**config.mk**
```make
export PLATFORM = sky130hd
export DESIGN_NAME = meter_autorange_controller
export DESIGN_NICKNAME = d
export VERILOG_FILES = /design/src/rtl/mac_pkg.sv /design/src/rtl/mac_debounce.sv /design/src/rtl/mac_range_core.sv /design/src/rtl/meter_autorange_controller.sv
export SDC_FILE = /design/constraint.sdc
export NUM_CORES = 1
export LEC_CHECK = 0
export BUFFER_PORTS_ARGS = -buffer_cell sky130_fd_sc_hd__buf_2
export CAP_MARGIN = 0
export CORE_UTILIZATION = 35
export CTS_CLUSTER_DIAMETER = 50
export DETAILED_ROUTE_END_ITERATION = 6
export PLACE_DENSITY = 0.64
export SLEW_MARGIN = 20
export SYNTH_ARGS = -nofsm -noshare
export SYNTH_HDL_FRONTEND = slang
export SYNTH_HIERARCHICAL = 1
export SYNTH_SLANG_ARGS = --single-unit
export TNS_END_PERCENT = 10
```
**constraint.sdc**
```tcl
create_clock -name clk -period 6.2 [get_ports clk]
set_clock_uncertainty 0.05 [all_clocks]
set_input_delay 0.31 -clock clk [delete_from_list [all_inputs] [get_ports clk]]
set_output_delay 0.31 -clock clk [all_outputs]
set_load 0.02 [all_outputs]
```
**src/rtl/mac_pkg.sv**
```systemverilog
// Shared types, codes and constants of the meter autorange controller.
package mac_pkg;

  localparam int NUM_RANGES = 5;

  localparam int ACTION_W = 2;
  localparam int BUTTONS  = 3;
  localparam int MODE_W   = 2;
  localparam int RANGE_W  = 3;
  localparam int FREQ_W   = 23;
  localparam int VOLT_W   = 13;
  localparam int OHM_W    = 20;
  localparam int CFG_IDX_W  = 3;
  localparam int CFG_DATA_W = 23;
  localparam int LIMITS   = 4;

  localparam logic [RANGE_W-1:0] TOP_CAP = RANGE_W'(NUM_RANGES - 1);

  localparam logic [ACTION_W-1:0] ACT_BUTTON   = 2'd0;
  localparam logic [ACTION_W-1:0] ACT_AUTO     = 2'd1;
  localparam logic [ACTION_W-1:0] ACT_OVERFLOW = 2'd2;

  localparam logic [MODE_W-1:0] MODE_FREQ = 2'd0;
  localparam logic [MODE_W-1:0] MODE_VOLT = 2'd1;
  localparam logic [MODE_W-1:0] MODE_RES  = 2'd2;

  localparam logic [1:0] DB_IDLE       = 2'd0;
  localparam logic [1:0] DB_MAYBE_PUSH = 2'd1;
  localparam logic [1:0] DB_PUSH       = 2'd2;
  localparam logic [1:0] DB_MAYBE_REL  = 2'd3;

  localparam logic [CFG_IDX_W-1:0] CFG_TOP_RANGE   = 3'd0;
  localparam logic [CFG_IDX_W-1:0] CFG_LIMIT_ONE   = 3'd1;
  localparam logic [CFG_IDX_W-1:0] CFG_LIMIT_TWO   = 3'd2;
  localparam logic [CFG_IDX_W-1:0] CFG_LIMIT_THREE = 3'd3;
  localparam logic [CFG_IDX_W-1:0] CFG_LIMIT_FOUR  = 3'd4;

  localparam logic [RANGE_W-1:0] TOP_RANGE_RST   = 3'd4;
  localparam logic [FREQ_W-1:0]  LIMIT_ONE_RST   = 23'd500;
  localparam logic [FREQ_W-1:0]  LIMIT_TWO_RST   = 23'd62;
  localparam logic [FREQ_W-1:0]  LIMIT_THREE_RST = 23'd8;
  localparam logic [FREQ_W-1:0]  LIMIT_FOUR_RST  = 23'd2;

  localparam logic [VOLT_W-1:0] VOLT_SWITCH_MV = 13'd800;
  localparam logic [OHM_W-1:0]  RES_UP_OHM     = 20'd8000;
  localparam logic [OHM_W-1:0]  RES_DOWN_OHM   = 20'd6000;

  typedef struct packed {
    logic [RANGE_W-1:0]             top_range;
    logic [LIMITS-1:0][FREQ_W-1:0]  down_limit;
  } cfg_t;

  typedef struct packed {
    logic [ACTION_W-1:0] action;
    logic [BUTTONS-1:0]  button_levels;
    logic [FREQ_W-1:0]   frequency_hz;
    logic [VOLT_W-1:0]   voltage_mv;
    logic [OHM_W-1:0]    resistance_ohm;
  } item_t;

  typedef struct packed {
    logic [MODE_W-1:0]  mode;
    logic [RANGE_W-1:0] range_index;
    logic               vref_high;
    logic               rref_high;
    logic               autorange_on;
    logic               range_changed;
    logic               mode_changed;
  } result_t;

endpackage

```
**src/rtl/mac_debounce.sv**
```systemverilog
// Four-phase button debouncer that flags a completed release.
module mac_debounce (
  input  logic clk,
  input  logic rst_n,
  input  logic step_en,
  input  logic pressed,
  output logic released
);
  import mac_pkg::*;

  logic [1:0] phase_r;
  logic [1:0] phase_nxt;

  always_comb begin
    phase_nxt = phase_r;
    released  = 1'b0;
    case (phase_r)
      DB_IDLE:       phase_nxt = pressed ? DB_MAYBE_PUSH : DB_IDLE;
      DB_MAYBE_PUSH: phase_nxt = pressed ? DB_PUSH : DB_IDLE;
      DB_PUSH:       phase_nxt = pressed ? DB_PUSH : DB_MAYBE_REL;
      default: begin
        if (pressed) begin
          phase_nxt = DB_PUSH;
        end else begin
          phase_nxt = DB_IDLE;
          released  = 1'b1;
        end
      end
    endcase
  end

  always_ff @(posedge clk) begin
    if (!rst_n) begin
      phase_r <= DB_IDLE;
    end else if (step_en) begin
      phase_r <= phase_nxt;
    end
  end

endmodule

```
**src/rtl/mac_range_core.sv**
```systemverilog
// Meter state: button handling, manual stepping and autorange decisions.
module mac_range_core (
  input  logic             clk,
  input  logic             rst_n,
  input  logic             step_en,
  input  mac_pkg::item_t   item,
  input  mac_pkg::cfg_t    cfg,
  output mac_pkg::result_t res
);
  import mac_pkg::*;

  logic [MODE_W-1:0]  mode_r,  mode_nxt;
  logic [RANGE_W-1:0] range_r, range_nxt;
  logic               vref_r,  vref_nxt;
  logic               rref_r,  rref_nxt;
  logic               auto_r,  auto_nxt;
  logic               ovf_r,   ovf_nxt;
  logic               rchg, mchg;
  logic [BUTTONS-1:0] rel;
  logic [BUTTONS-1:0] db_en;
  logic [RANGE_W-1:0] top;
  logic [FREQ_W-1:0]  limit;

  assign db_en = {BUTTONS{step_en && item.action == ACT_BUTTON}};

  for (genvar i = 0; i < BUTTONS; i++) begin : g_db
    mac_debounce u_db (
      .clk      (clk),
      .rst_n    (rst_n),
      .step_en  (db_en[i]),
      .pressed  (item.button_levels[i]),
      .released (rel[i])
    );
  end

  assign top = (cfg.top_range < TOP_CAP) ? cfg.top_range : TOP_CAP;

  always_comb begin
    case (range_r)
      3'd1:    limit = cfg.down_limit[0];
      3'd2:    limit = cfg.down_limit[1];
      3'd3:    limit = cfg.down_limit[2];
      default: limit = cfg.down_limit[3];
    endcase
  end

  always_comb begin
    mode_nxt  = mode_r;
    range_nxt = range_r;
    vref_nxt  = vref_r;
    rref_nxt  = rref_r;
    auto_nxt  = auto_r;
    ovf_nxt   = ovf_r;
    rchg      = 1'b0;
    mchg      = 1'b0;
    case (item.action)
      ACT_BUTTON: begin
        if (rel[0]) begin
          mode_nxt = (mode_r < MODE_RES) ? mode_r + 2'd1 : MODE_FREQ;
          if (mode_nxt == MODE_RES) begin
            vref_nxt = 1'b1;
          end
          auto_nxt = 1'b1;
          mchg     = 1'b1;
          rchg     = 1'b1;
        end
        if (rel[1]) begin
          auto_nxt = ~auto_nxt;
          rchg     = 1'b1;
        end
        if (rel[2] && !auto_r) begin
          case (mode_nxt)
            MODE_FREQ: range_nxt = (range_r < top) ? range_r + 3'd1 : 3'd0;
            MODE_VOLT: vref_nxt  = ~vref_nxt;
            MODE_RES:  rref_nxt  = ~rref_r;
            default:   range_nxt = range_r;
          endcase
          rchg = 1'b1;
        end
      end
      ACT_AUTO: begin
        if (auto_r) begin
          case (mode_r)
            MODE_FREQ: begin
              if (ovf_r) begin
                if (range_r < top) begin
                  range_nxt = range_r + 3'd1;
                  rchg      = 1'b1;
                end
                ovf_nxt = 1'b0;
              end else if (range_r != 3'd0 && item.frequency_hz > limit) begin
                range_nxt = range_r - 3'd1;
                rchg      = 1'b1;
              end
            end
            MODE_VOLT: begin
              vref_nxt = item.voltage_mv > VOLT_SWITCH_MV;
              rchg     = vref_nxt != vref_r;
            end
            MODE_RES: begin
              if (item.resistance_ohm > RES_UP_OHM && !rref_r) begin
                rref_nxt = 1'b1;
                rchg     = 1'b1;
              end else if (item.resistance_ohm < RES_DOWN_OHM && rref_r) begin
                rref_nxt = 1'b0;
                rchg     = 1'b1;
              end
            end
            default: rchg = 1'b0;
          endcase
        end
      end
      ACT_OVERFLOW: ovf_nxt = 1'b1;
      default:      ovf_nxt = ovf_r;
    endcase
  end

  assign res = '{mode: mode_nxt, range_index: range_nxt, vref_high: vref_nxt,
                 rref_high: rref_nxt, autorange_on: auto_nxt,
                 range_changed: rchg, mode_changed: mchg};

  always_ff @(posedge clk) begin
    if (!rst_n) begin
      mode_r  <= MODE_FREQ;
      range_r <= '0;
      vref_r  <= 1'b1;
      rref_r  <= 1'b0;
      auto_r  <= 1'b1;
      ovf_r   <= 1'b0;
    end else if (step_en) begin
      mode_r  <= mode_nxt;
      range_r <= range_nxt;
      vref_r  <= vref_nxt;
      rref_r  <= rref_nxt;
      auto_r  <= auto_nxt;
      ovf_r   <= ovf_nxt;
    end
  end

endmodule

```
**src/rtl/meter_autorange_controller.sv**
```systemverilog
// Top level of the meter autorange controller: input register, core, result register.
// Throughput: one item per cycle while out_ready is high. The state update sits between the
// input register and the result register, which raises out_valid when an item moves into it.
// Reset (rst_n low, synchronous): frequency mode, range 0, 5.0 V and 1 kohm references,
// autoranging on, debouncers idle, no overflow pending, configuration at defaults.
module meter_autorange_controller (
  input  logic                           clk,
  input  logic                           rst_n,
  input  logic                           in_valid,
  output logic                           in_ready,
  input  logic [mac_pkg::ACTION_W-1:0]   in_action,
  input  logic [mac_pkg::BUTTONS-1:0]    in_button_levels,
  input  logic [mac_pkg::FREQ_W-1:0]     in_frequency_hz,
  input  logic [mac_pkg::VOLT_W-1:0]     in_voltage_mv,
  input  logic [mac_pkg::OHM_W-1:0]      in_resistance_ohm,
  output logic                           out_valid,
  input  logic                           out_ready,
  output logic [mac_pkg::MODE_W-1:0]     out_mode,
  output logic [mac_pkg::RANGE_W-1:0]    out_range_index,
  output logic                           out_vref_high,
  output logic                           out_rref_high,
  output logic                           out_autorange_on,
  output logic                           out_range_changed,
  output logic                           out_mode_changed,
  input  logic                           cfg_wr_en,
  input  logic [mac_pkg::CFG_IDX_W-1:0]  cfg_index,
  input  logic [mac_pkg::CFG_DATA_W-1:0] cfg_data
);
  import mac_pkg::*;

  item_t   item_r;
  logic    in_valid_r;
  result_t res;
  result_t res_r;
  logic    out_valid_r;
  cfg_t    cfg_r;
  logic    advance;

  assign advance  = in_valid_r && (!out_valid_r || out_ready);
  assign in_ready = !in_valid_r || advance;

  always_ff @(posedge clk) begin
    if (in_valid && in_ready) begin
      item_r <= '{action: in_action, button_levels: in_button_levels,
                  frequency_hz: in_frequency_hz, voltage_mv: in_voltage_mv,
                  resistance_ohm: in_resistance_ohm};
    end
  end

  always_ff @(posedge clk) begin
    if (!rst_n) begin
      in_valid_r <= 1'b0;
    end else if (in_ready) begin
      in_valid_r <= in_valid;
    end
  end

  mac_range_core u_core (
    .clk     (clk),
    .rst_n   (rst_n),
    .step_en (advance),
    .item    (item_r),
    .cfg     (cfg_r),
    .res     (res)
  );

  always_ff @(posedge clk) begin
    if (advance) begin
      res_r <= res;
    end
  end

  always_ff @(posedge clk) begin
    if (!rst_n) begin
      out_valid_r <= 1'b0;
    end else if (advance) begin
      out_valid_r <= 1'b1;
    end else if (out_ready) begin
      out_valid_r <= 1'b0;
    end
  end

  always_ff @(posedge clk) begin
    if (!rst_n) begin
      cfg_r.top_range     <= TOP_RANGE_RST;
      cfg_r.down_limit[0] <= LIMIT_ONE_RST;
      cfg_r.down_limit[1] <= LIMIT_TWO_RST;
      cfg_r.down_limit[2] <= LIMIT_THREE_RST;
      cfg_r.down_limit[3] <= LIMIT_FOUR_RST;
    end else if (cfg_wr_en) begin
      case (cfg_index)
        CFG_TOP_RANGE:   cfg_r.top_range     <= cfg_data[RANGE_W-1:0];
        CFG_LIMIT_ONE:   cfg_r.down_limit[0] <= cfg_data[FREQ_W-1:0];
        CFG_LIMIT_TWO:   cfg_r.down_limit[1] <= cfg_data[FREQ_W-1:0];
        CFG_LIMIT_THREE: cfg_r.down_limit[2] <= cfg_data[FREQ_W-1:0];
        CFG_LIMIT_FOUR:  cfg_r.down_limit[3] <= cfg_data[FREQ_W-1:0];
        default:         cfg_r.top_range     <= cfg_r.top_range;
      endcase
    end
  end

  assign out_valid         = out_valid_r;
  assign out_mode          = res_r.mode;
  assign out_range_index   = res_r.range_index;
  assign out_vref_high     = res_r.vref_high;
  assign out_rref_high     = res_r.rref_high;
  assign out_autorange_on  = res_r.autorange_on;
  assign out_range_changed = res_r.range_changed;
  assign out_mode_changed  = res_r.mode_changed;

endmodule
```
# Word-level counts from Yosys, hierarchy flattened
# Cells that the tools add are included.
[op_classes] eq_ne=23 n_mux=68 div_mod_pow=0 addsub=3 mul=0 n_shift=0 n_bitwise=3 n_lt_le_gt_ge=7 reduce_logical=32
[ops] cell="one-hot mux 23 bit (3 select lines)" n=1
[ops] cell="2-to-1 mux 1 bit" n=42
[ops] cell="2-to-1 mux 3 bit" n=9
[ops] cell="greater-than comparator 23 bit" n=1
[ops] cell="greater-than comparator 20 x 13 -> 1 bit, second input constant" n=1
[ops] cell="< comparator 20 x 13 -> 1 bit, second input constant" n=1
[ops] cell="equality test 2 bit, second input constant" n=7
[ops] cell="2-to-1 mux 2 bit" n=7
[ops] cell="greater-than comparator 13 x 10 -> 1 bit, second input constant" n=1
[ops] cell="equality test 2 x 1 -> 1 bit, second input constant" n=6
[ops] cell="equality test 3 x 2 -> 1 bit, second input constant" n=4
[ops] cell="zero test 2 bit" n=6
[ops] cell="one-hot mux 2 bit (2 select lines)" n=3
[ops] cell="AND reduction 2 bit" n=5
[ops] cell="OR reduction 3 bit" n=3
[ops] cell="one-hot mux 1 bit (2 select lines)" n=4
[ops] cell="logical AND 1 bit" n=7
[ops] cell="equality test 3 x 1 -> 1 bit, second input constant" n=2
[ops] cell="one-hot mux 3 bit (2 select lines)" n=1
[ops] cell="zero test 1 bit" n=4
[ops] cell="AND reduction 4 bit" n=1
[ops] cell="nonzero test 2 bit" n=2
[ops] cell="adder 3 x 1 -> 3 bit, second input constant" n=1
[ops] cell="equality test 3 bit, second input constant" n=1
[ops] cell="13 further kinds" n=16
[word_totals] latch_bits=0 regBits=183 output_inout_bits=12 rom_bits=0 ram_bits=0 word_cells=164 n_memories=0

# Longest topological paths before layout
# Gate-level depths: netlist of the first run.
[depth] word_depth=10 depth_mapped=15 ltp_nobuf=13

# Hierarchy
# The synthesis of the first run kept the hierarchy.
[modules_own_cells] module="meter_autorange_controller" area_each_um2=5808.1 seq_area_each_um2=4073.9 cells_per_inst=427 n_inst=1
[modules_own_cells] module="mac_range_core" area_each_um2=2332.2 seq_area_each_um2=180.2 cells_per_inst=328 n_inst=1
[modules_own_cells] module="mac_debounce" area_each_um2=98.8 seq_area_each_um2=40.0 cells_per_inst=10 n_inst=3

# Least setup slack after synthesis of the first run
# Ideal clock, no wire load.
[synth_timing] path_type="register -> register" startpoint="register out_valid_r, in the netlist out_valid" endpoint="register item_r[0] (netlist bit), enable pin" arrival_time_ps=3540 setup_ps=500 stages_incl_launch_ff=3 n_path_buf=0 path_slack_ps=2110 t_required_ps=5650 synth_period_minus_slack_ps=4090 cell_sequence="dfxtp_1 > nor2b_1 > a21oi_1"
[synth_between] elab_chain_len=5
[synth_rtl] element="from (decl)" line="meter_autorange_controller.sv:35" source="logic out_valid_r;"
[synth_rtl] element="from (signal assigned)" line="meter_autorange_controller.sv:75" source="out_valid_r <= 1'b0;"
[synth_rtl] element="from (signal assigned)" line="meter_autorange_controller.sv:77" source="out_valid_r <= 1'b1;"
[synth_rtl] element="from (signal assigned)" line="meter_autorange_controller.sv:79" source="out_valid_r <= 1'b0;"
[synth_rtl] element="zero test 1 bit" line="meter_autorange_controller.sv:39" source="assign advance = in_valid_r && (!out_valid_r || out_ready);"
[synth_rtl] element="logical OR 1 bit" line="meter_autorange_controller.sv:39"
[synth_rtl] element="logical AND 1 bit" line="meter_autorange_controller.sv:39"
[synth_rtl] element="logical OR 1 bit" line="meter_autorange_controller.sv:40" source="assign in_ready = !in_valid_r || advance;"
[synth_rtl] element="logical AND 1 bit" line="meter_autorange_controller.sv:43" source="if (in_valid && in_ready) begin"
[synth_rtl] element="to (signal assigned)" line="meter_autorange_controller.sv:44" source="item_r <= '{action: in_action, button_levels: in_button_levels,"
[synth_rtl] element="to (decl)" line="meter_autorange_controller.sv:31" source="item_t item_r;"
# No other way between the ends.
# A chain may end at the register's enable or synchronous reset.

==> results of run 1 <==
## state kept, by name, summed over array words and instances, names as in the netlist, 2 cells and up, named ones only
signal and cells:
out_range_index 3, item_r 61, out_mode 2, cfg_r 95, u_core/g_db.u_db/phase_r 3, u_core/mode_r 2, u_core/range_r 3
## area by class of cell
cell class / count / area, sq um / area share, %
Tap cell: 319 / 399 / 3.85
Clock inverter: 12 / 128 / 1.23
Sequential cell: 183 / 4370 / 42.2
Clock buffer: 20 / 458 / 4.42
Timing Repair Buffer: 171 / 1170 / 11.3
Multi-Input combinational cell: 541 / 3790 / 36.6
Inverter: 12 / 45.0 / 0.435
## cell families after synthesis
kind of cell    Yosys count  share of synthesized area (%)
simple gates            265                           15.6
flops                   183                           51.8
compound gates          139                           11.9
mux                     101                           12.0
buf+inv                  61                           3.46
fa+ha+maj                32                           4.75
xor+xnor                  4                          0.415
## routing by layer
layer | track usage (%) | share of wire (%)
met1 | 21.0 | 46
met2 | 28.4 | 49
met3 | 3.33 | 3.2
met4 | 5.46 | 1.1
met5 | 0 | 0
## report_power, final
part | internal [mW] | switching [mW]
clock | 0.592 | 0.490
sequential | 1.29 | 0.0245
combinational | 0.111 | 0.133
total | 2.00 | 0.648
## synth_stat cells (all sizes together), types with 4 or more instances
cell / instances / area (sq um)
a21boi: 5 / 37.5
o21ai: 37 / 185
buf: 21 / 141
inv: 12 / 45.0
nor4: 4 / 25.0
nor2: 19 / 73.8
o31a: 5 / 43.8
o21a: 6 / 45.0
nand2: 144 / 541
nor3: 8 / 40.0
a21oi: 22 / 110
nand4: 6 / 37.5
nand3b: 11 / 82.6
ha: 32 / 400
a211oi: 6 / 45.0
nor2b: 30 / 188
mux2i: 99 / 991
nand2b: 8 / 50.1
o31ai: 4 / 30.0
a222oi: 23 / 230
xnor2: 4 / 35.0
and3: 5 / 31.3
o311ai: 5 / 51.3
dfxtp: 112 / 2240
clkbuf: 28 / 105
nand3: 4 / 20.0
edfxtp: 71 / 2130
## worst max-delay path, stage by stage (launching register included)
cell and delay, ns:
dfxtp_1 0.48, inv_1 0.17, ha_1 0.22, nor2b_1 0.13, buf_4 0.23, or3_2 0.76, nand2_1 0.13, o21ai_0 0.10
ha_1 0.36, nand4_1 0.18, nor4_1 0.62, o31a_1 0.29, o31ai_1 0.13, o311ai_2 0.36, o21ai_1 0.09
## worst paths after layout
check                        to  slack (ns)  cells after the start
max reg2reg  out_range_index[1]        1.63                     14
min                   item_r[2]        0.02                      1
max          out_range_index[1]        1.63                     14
min reg2reg           cfg_r[83]        0.41                      2
==> flow_summary.json, run 1 <==
{
  "htreeDepth": 4,
  "crit_type": "flop to flop",
  "layout-drive-gt1-share_pct": 16.9,
  "nNetsFinal": 1050,
  "synthesis.nets": 909,
  "maxSlewViolCount": 0,
  "ys_types": 67,
  "fin_util_pct": 44.0,
  "cts_max_path_buffers": 2,
  "timing.final.ws_setup_ns": 1.63,
  "max_cap_violations": 0,
  "die_h_um": 157,
  "setup_violations": 0,
  "dp_hpwl_mm": 13.1,
  "synth_edf_count": 71,
  "postSynthAreaPerCell_sq_um": 10.7,
  "power_density_mw_per_mm2": 255,
  "tightest_slew_ns": 0.779,
  "layout_commonest_cell": "nand2_1",
  "cp-startpoint": "u_core/range_r[0]",
  "r2r_start": "u_core/range_r[0]",
  "ys.flop_type": "dfxtp_1",
  "grt_pass1_vias": 6050,
  "finalPower_mw": 2.64,
  "insertion_delay_ns": 0.44,
  "finalNonFillerCells": 1258,
  "overflow": 0,
  "pre_cts_slack_ns": 1.51,
  "areaGrowthSynthToFinish_pct": 22.8,
  "rows": 56,
  "outcome": "completed",
  "die_w_um": 157,
  "fillCellCount": 2259,
  "async_reset_ff_share_pct": 0,
  "clk_pin_slew_ns": 0.07,
  "grt_first_pass_wirelength_mm": 31.6,
  "ant_nets": 0,
  "cts-root-buf": "clkbuf_16",
  "wl_per_cell_um": 15.5,
  "max-vdd-ir-drop_mv": 0.119,
  "rsz0062_at_grt": "no",
  "drt_iter0_drc": 474,
  "cts_resized": 0,
  "viasPerCell": 4.97,
  "layout_min_cycle_time_ns": 4.57,
  "antenna_found_initial": 0,
  "cp-end-kind": "flop",
  "worstHoldPathType": "input pin to flop",
  "p_leak_nw": 4.17,
  "initial_core_util_pct": 35.8,
  "mostFrequentLayoutCells": "nand2_1, dfxtp_1, buf_2",
  "clock-sinks": 183,
  "hold_buffers": 53,
  "whs_ns": 0.0151,
  "syn_inst": 785,
  "dieArea_sq_mm": 0.0247,
  "grt_start_max_net_pins": 81,
  "first_pass_iters": 5,
  "drc": 0,
  "crit_required_ns": 6.33,
  "ys_seq_area_share_pct": 51.8,
  "routed_wl_mm": 19.5,
  "slew_headroom_pct": 47.9,
  "dp.cells": 1170,
  "finalWeightedCongestion": 0.814,
  "track_usage_pct": 16.7,
  "finalInstanceArea_sq_mm": 0.0104,
  "placed_area_sq_mm": 0.00921,
  "period_share_pct": 73.7,
  "startpoint_type": "flop",
  "syn_area_sq_mm": 0.00844,
  "fin_tns_setup_ns": 0,
  "hp-start": "in_resistance_ohm[2]",
  "io_pins": 104,
  "cts_tree": "done",
  "post_cts_buffers": 0,
  "cts_buffers": 17,
  "synth.ff_latch_count": 183,
  "clock.fmax_mhz": 219,
  "diodes": 0,
  "arrival_ns": 4.69,
  "core_region_area_sq_mm": 0.0235,
  "vias": 6249,
  "yosysWarnings": 6,
  "path_max_fanout": 37,
  "hold_viol": 0,
  "portBuffers": 103
}
No activity file was read; power rests on OpenSTA's default activity.
==> run 2: changes to the inputs <==
--- a/config.mk
+++ b/config.mk
@@ -10,7 +10,7 @@
 export CORE_UTILIZATION = 35
 export CTS_CLUSTER_DIAMETER = 50
 export DETAILED_ROUTE_END_ITERATION = 6
-export PLACE_DENSITY = 0.64
+export PLACE_DENSITY = 0.66
 export SLEW_MARGIN = 20
 export SYNTH_ARGS = -nofsm -noshare
 export SYNTH_HDL_FRONTEND = slang
==> constraint.sdc (replaced) <==
create_clock -name clk -period 3.9 [get_ports clk]
set_clock_uncertainty 0.05 [all_clocks]
set_input_delay 0.195 -clock clk [delete_from_list [all_inputs] [get_ports clk]]
set_output_delay 0.195 -clock clk [all_outputs]
set_load 0.02 [all_outputs]
==> run 2 against run 1 <==
Net effect: critical path depth grew 1; via count grew 3.5%; sequential share of layout area shrank 1.0 points; hold slack gained 0.0048 ns; final cell count grew 1.7%; design area grew 2.5%; global-route usage grew 0.88 points; maximum frequency grew 24%.
==> flow_summary.json, run 2 (same netlist as run 1, synthesis figures left out) <==
{
  "timing.final.ws_setup_ns": 0.228,
  "path_max_fanout": 44,
  "first_pass_iters": 6,
  "initial_core_util_pct": 35.8,
  "rsz0062_at_grt": "no",
  "fin_util_pct": 45.1,
  "cts-root-buf": "clkbuf_16",
  "finalPower_mw": 4.20,
  "p_leak_nw": 4.30,
  "r2r_setup_slack_ns": 0.23,
  "pre_cts_slack_ns": -0.0634,
  "die_w_um": 157,
  "largest-register": "cfg_r",
  "track_usage_pct": 17.5,
  "antenna_found_initial": 1,
  "routed_wl_mm": 20.4,
  "cts_max_path_buffers": 2,
  "slew_headroom_pct": 35.7,
  "layout-drive-gt1-share_pct": 18.2,
  "clk_pin_slew_ns": 0.08,
  "maxSlewViolCount": 0,
  "nNetsFinal": 1070,
  "grt.met1_usage_pct": 22.3,
  "outcome": "completed",
  "clock-sinks": 183,
  "hold_viol": 0,
  "cts_buffers": 17,
  "arrival_ns": 3.78,
  "overflow": 0,
  "crit_required_ns": 4.01,
  "crit_type": "flop to flop",
  "grt_start_max_net_pins": 114,
  "areaGrowthSynthToFinish_pct": 25.8,
  "fin_tns_setup_ns": 0,
  "cp-end-kind": "flop",
  "layout_commonest_cell": "nand2_1",
  "max_cap_violations": 0,
  "die_h_um": 157,
  "worstHoldPathType": "input pin to flop",
  "period_share_pct": 94.1,
  "power_density_mw_per_mm2": 396,
  "viasPerCell": 5.06,
  "drt_iter0_drc": 422,
  "tightest_slew_ns": 0.962,
  "portBuffers": 103,
  "rows": 56,
  "dieArea_sq_mm": 0.0247,
  "htreeDepth": 4,
  "grt-busiest-layer": "met2",
  "drc": 0,
  "insertion_delay_ns": 0.43,
  "largest_reg_flops": 95,
  "wl_per_cell_um": 16.0,
  "dp_hpwl_mm": 13.3,
  "ant_nets": 0,
  "use_met2_pct": 29.5,
  "vias": 6467,
  "grt_pass1_vias": 6529,
  "io_pins": 104,
  "layout_min_cycle_time_ns": 3.67,
  "cts_tree": "done",
  "finalWeightedCongestion": 0.873,
  "grtUsageMet3_pct": 3.36,
  "top_regs": "cfg_r x95, item_r x61",
  "setup_violations": 0,
  "mostFrequentLayoutCells": "nand2_1, dfxtp_1, buf_2",
  "startpoint_type": "flop",
  "max-vdd-ir-drop_mv": 0.255,
  "grt_first_pass_wirelength_mm": 33.5,
  "core_region_area_sq_mm": 0.0235,
  "clock.fmax_mhz": 272
}
[run 2: cell count changes in the layout (fill, tap and decap cells not counted), sizes merged, moves of 2 or more]
| cell | before | now |
|---|---|---|
| clkbuf | 20 | 18 |
| dlygate4sd3 | 56 | 67 |
| clkinv | 1 | 6 |
| inv | 21 | 19 |
| buf | 115 | 124 |
[run 2: layout make-up]
cell class / count / area [sq um]
Multi-Input combinational cell: 541 / 3820
Timing Repair Buffer: 191 / 1380
Inverter: 12 / 45.0
Fill cell: 2232 / 12900
Sequential cell: 183 / 4380
Clock buffer: 18 / 450
Tap cell: 319 / 399
Clock inverter: 14 / 134
Antenna cell: 1 / 2.50
[run 2: repair_timing]
| action | CTS | global route |
|---|---|---|
| setup buffers | 0 | 4 |
| gates resized for setup | 1 | 6 |
| endpoints found under the hold margin | 68 | 0 |
| pin swaps | 0 | 6 |
| endpoints found under the setup margin | 2 | 6 |
| hold buffers | 67 | 0 |
[run 2: power by group]
group,switching (mW),total (mW),internal [mW]
clock network,0.804,1.69,0.884
registers,0.0371,2.09,2.06
logic,0.226,0.419,0.193
[run 2: through the flow]
| stage | hold WS, ns | area, sq um | cells |
|---|---|---|---|
| after global placement | 0.321 | 9290 | 1175 |
| after floorplan | 0.207 | 8440 | 785 |
| after global routing | 0.0271 | 10600 | 1279 |
| after CTS | 0.0150 | 10500 | 1274 |
| after detailed placement | 0.323 | 9290 | 1175 |
| final | 0.0199 | 10600 | 1279 |
[run 2: critical path, stage by stage (launching register included)]
cell and delay (ns):
dfxtp_2 0.34, buf_4 0.14, ha_1 0.18, nor2b_1 0.13
or3_1 0.38, buf_12 0.20, nand2_1 0.08, o21ai_0 0.12
ha_1 0.31, nand4_1 0.17, buf_4 0.21, nor3_2 0.18
a22o_1 0.28, o31ai_1 0.14, o311ai_2 0.34, o21ai_1 0.13
[run 2: worst paths after layout]
kind | startpoint | cells past startpoint | to
hold reg to reg | cfg_r[89] | 2 | cfg_r[89]
setup reg to reg | u_core/range_r[0] | 15 | out_range_index[1]
setup / recovery | u_core/range_r[0] | 15 | out_range_index[1]
hold / removal | cfg_data[1] | 3 | cfg_r[70]
[run 2: per-layer routing]
layer / wire [um] / part of all wire (%) / up-vias
met5: 0 / 0 / -
met4: 478 / 2.3 / 0
met3: 775 / 3.8 / 31
met2: 9940 / 49 / 151
met1: 9250 / 45 / 3074
li1: - / - / 3211
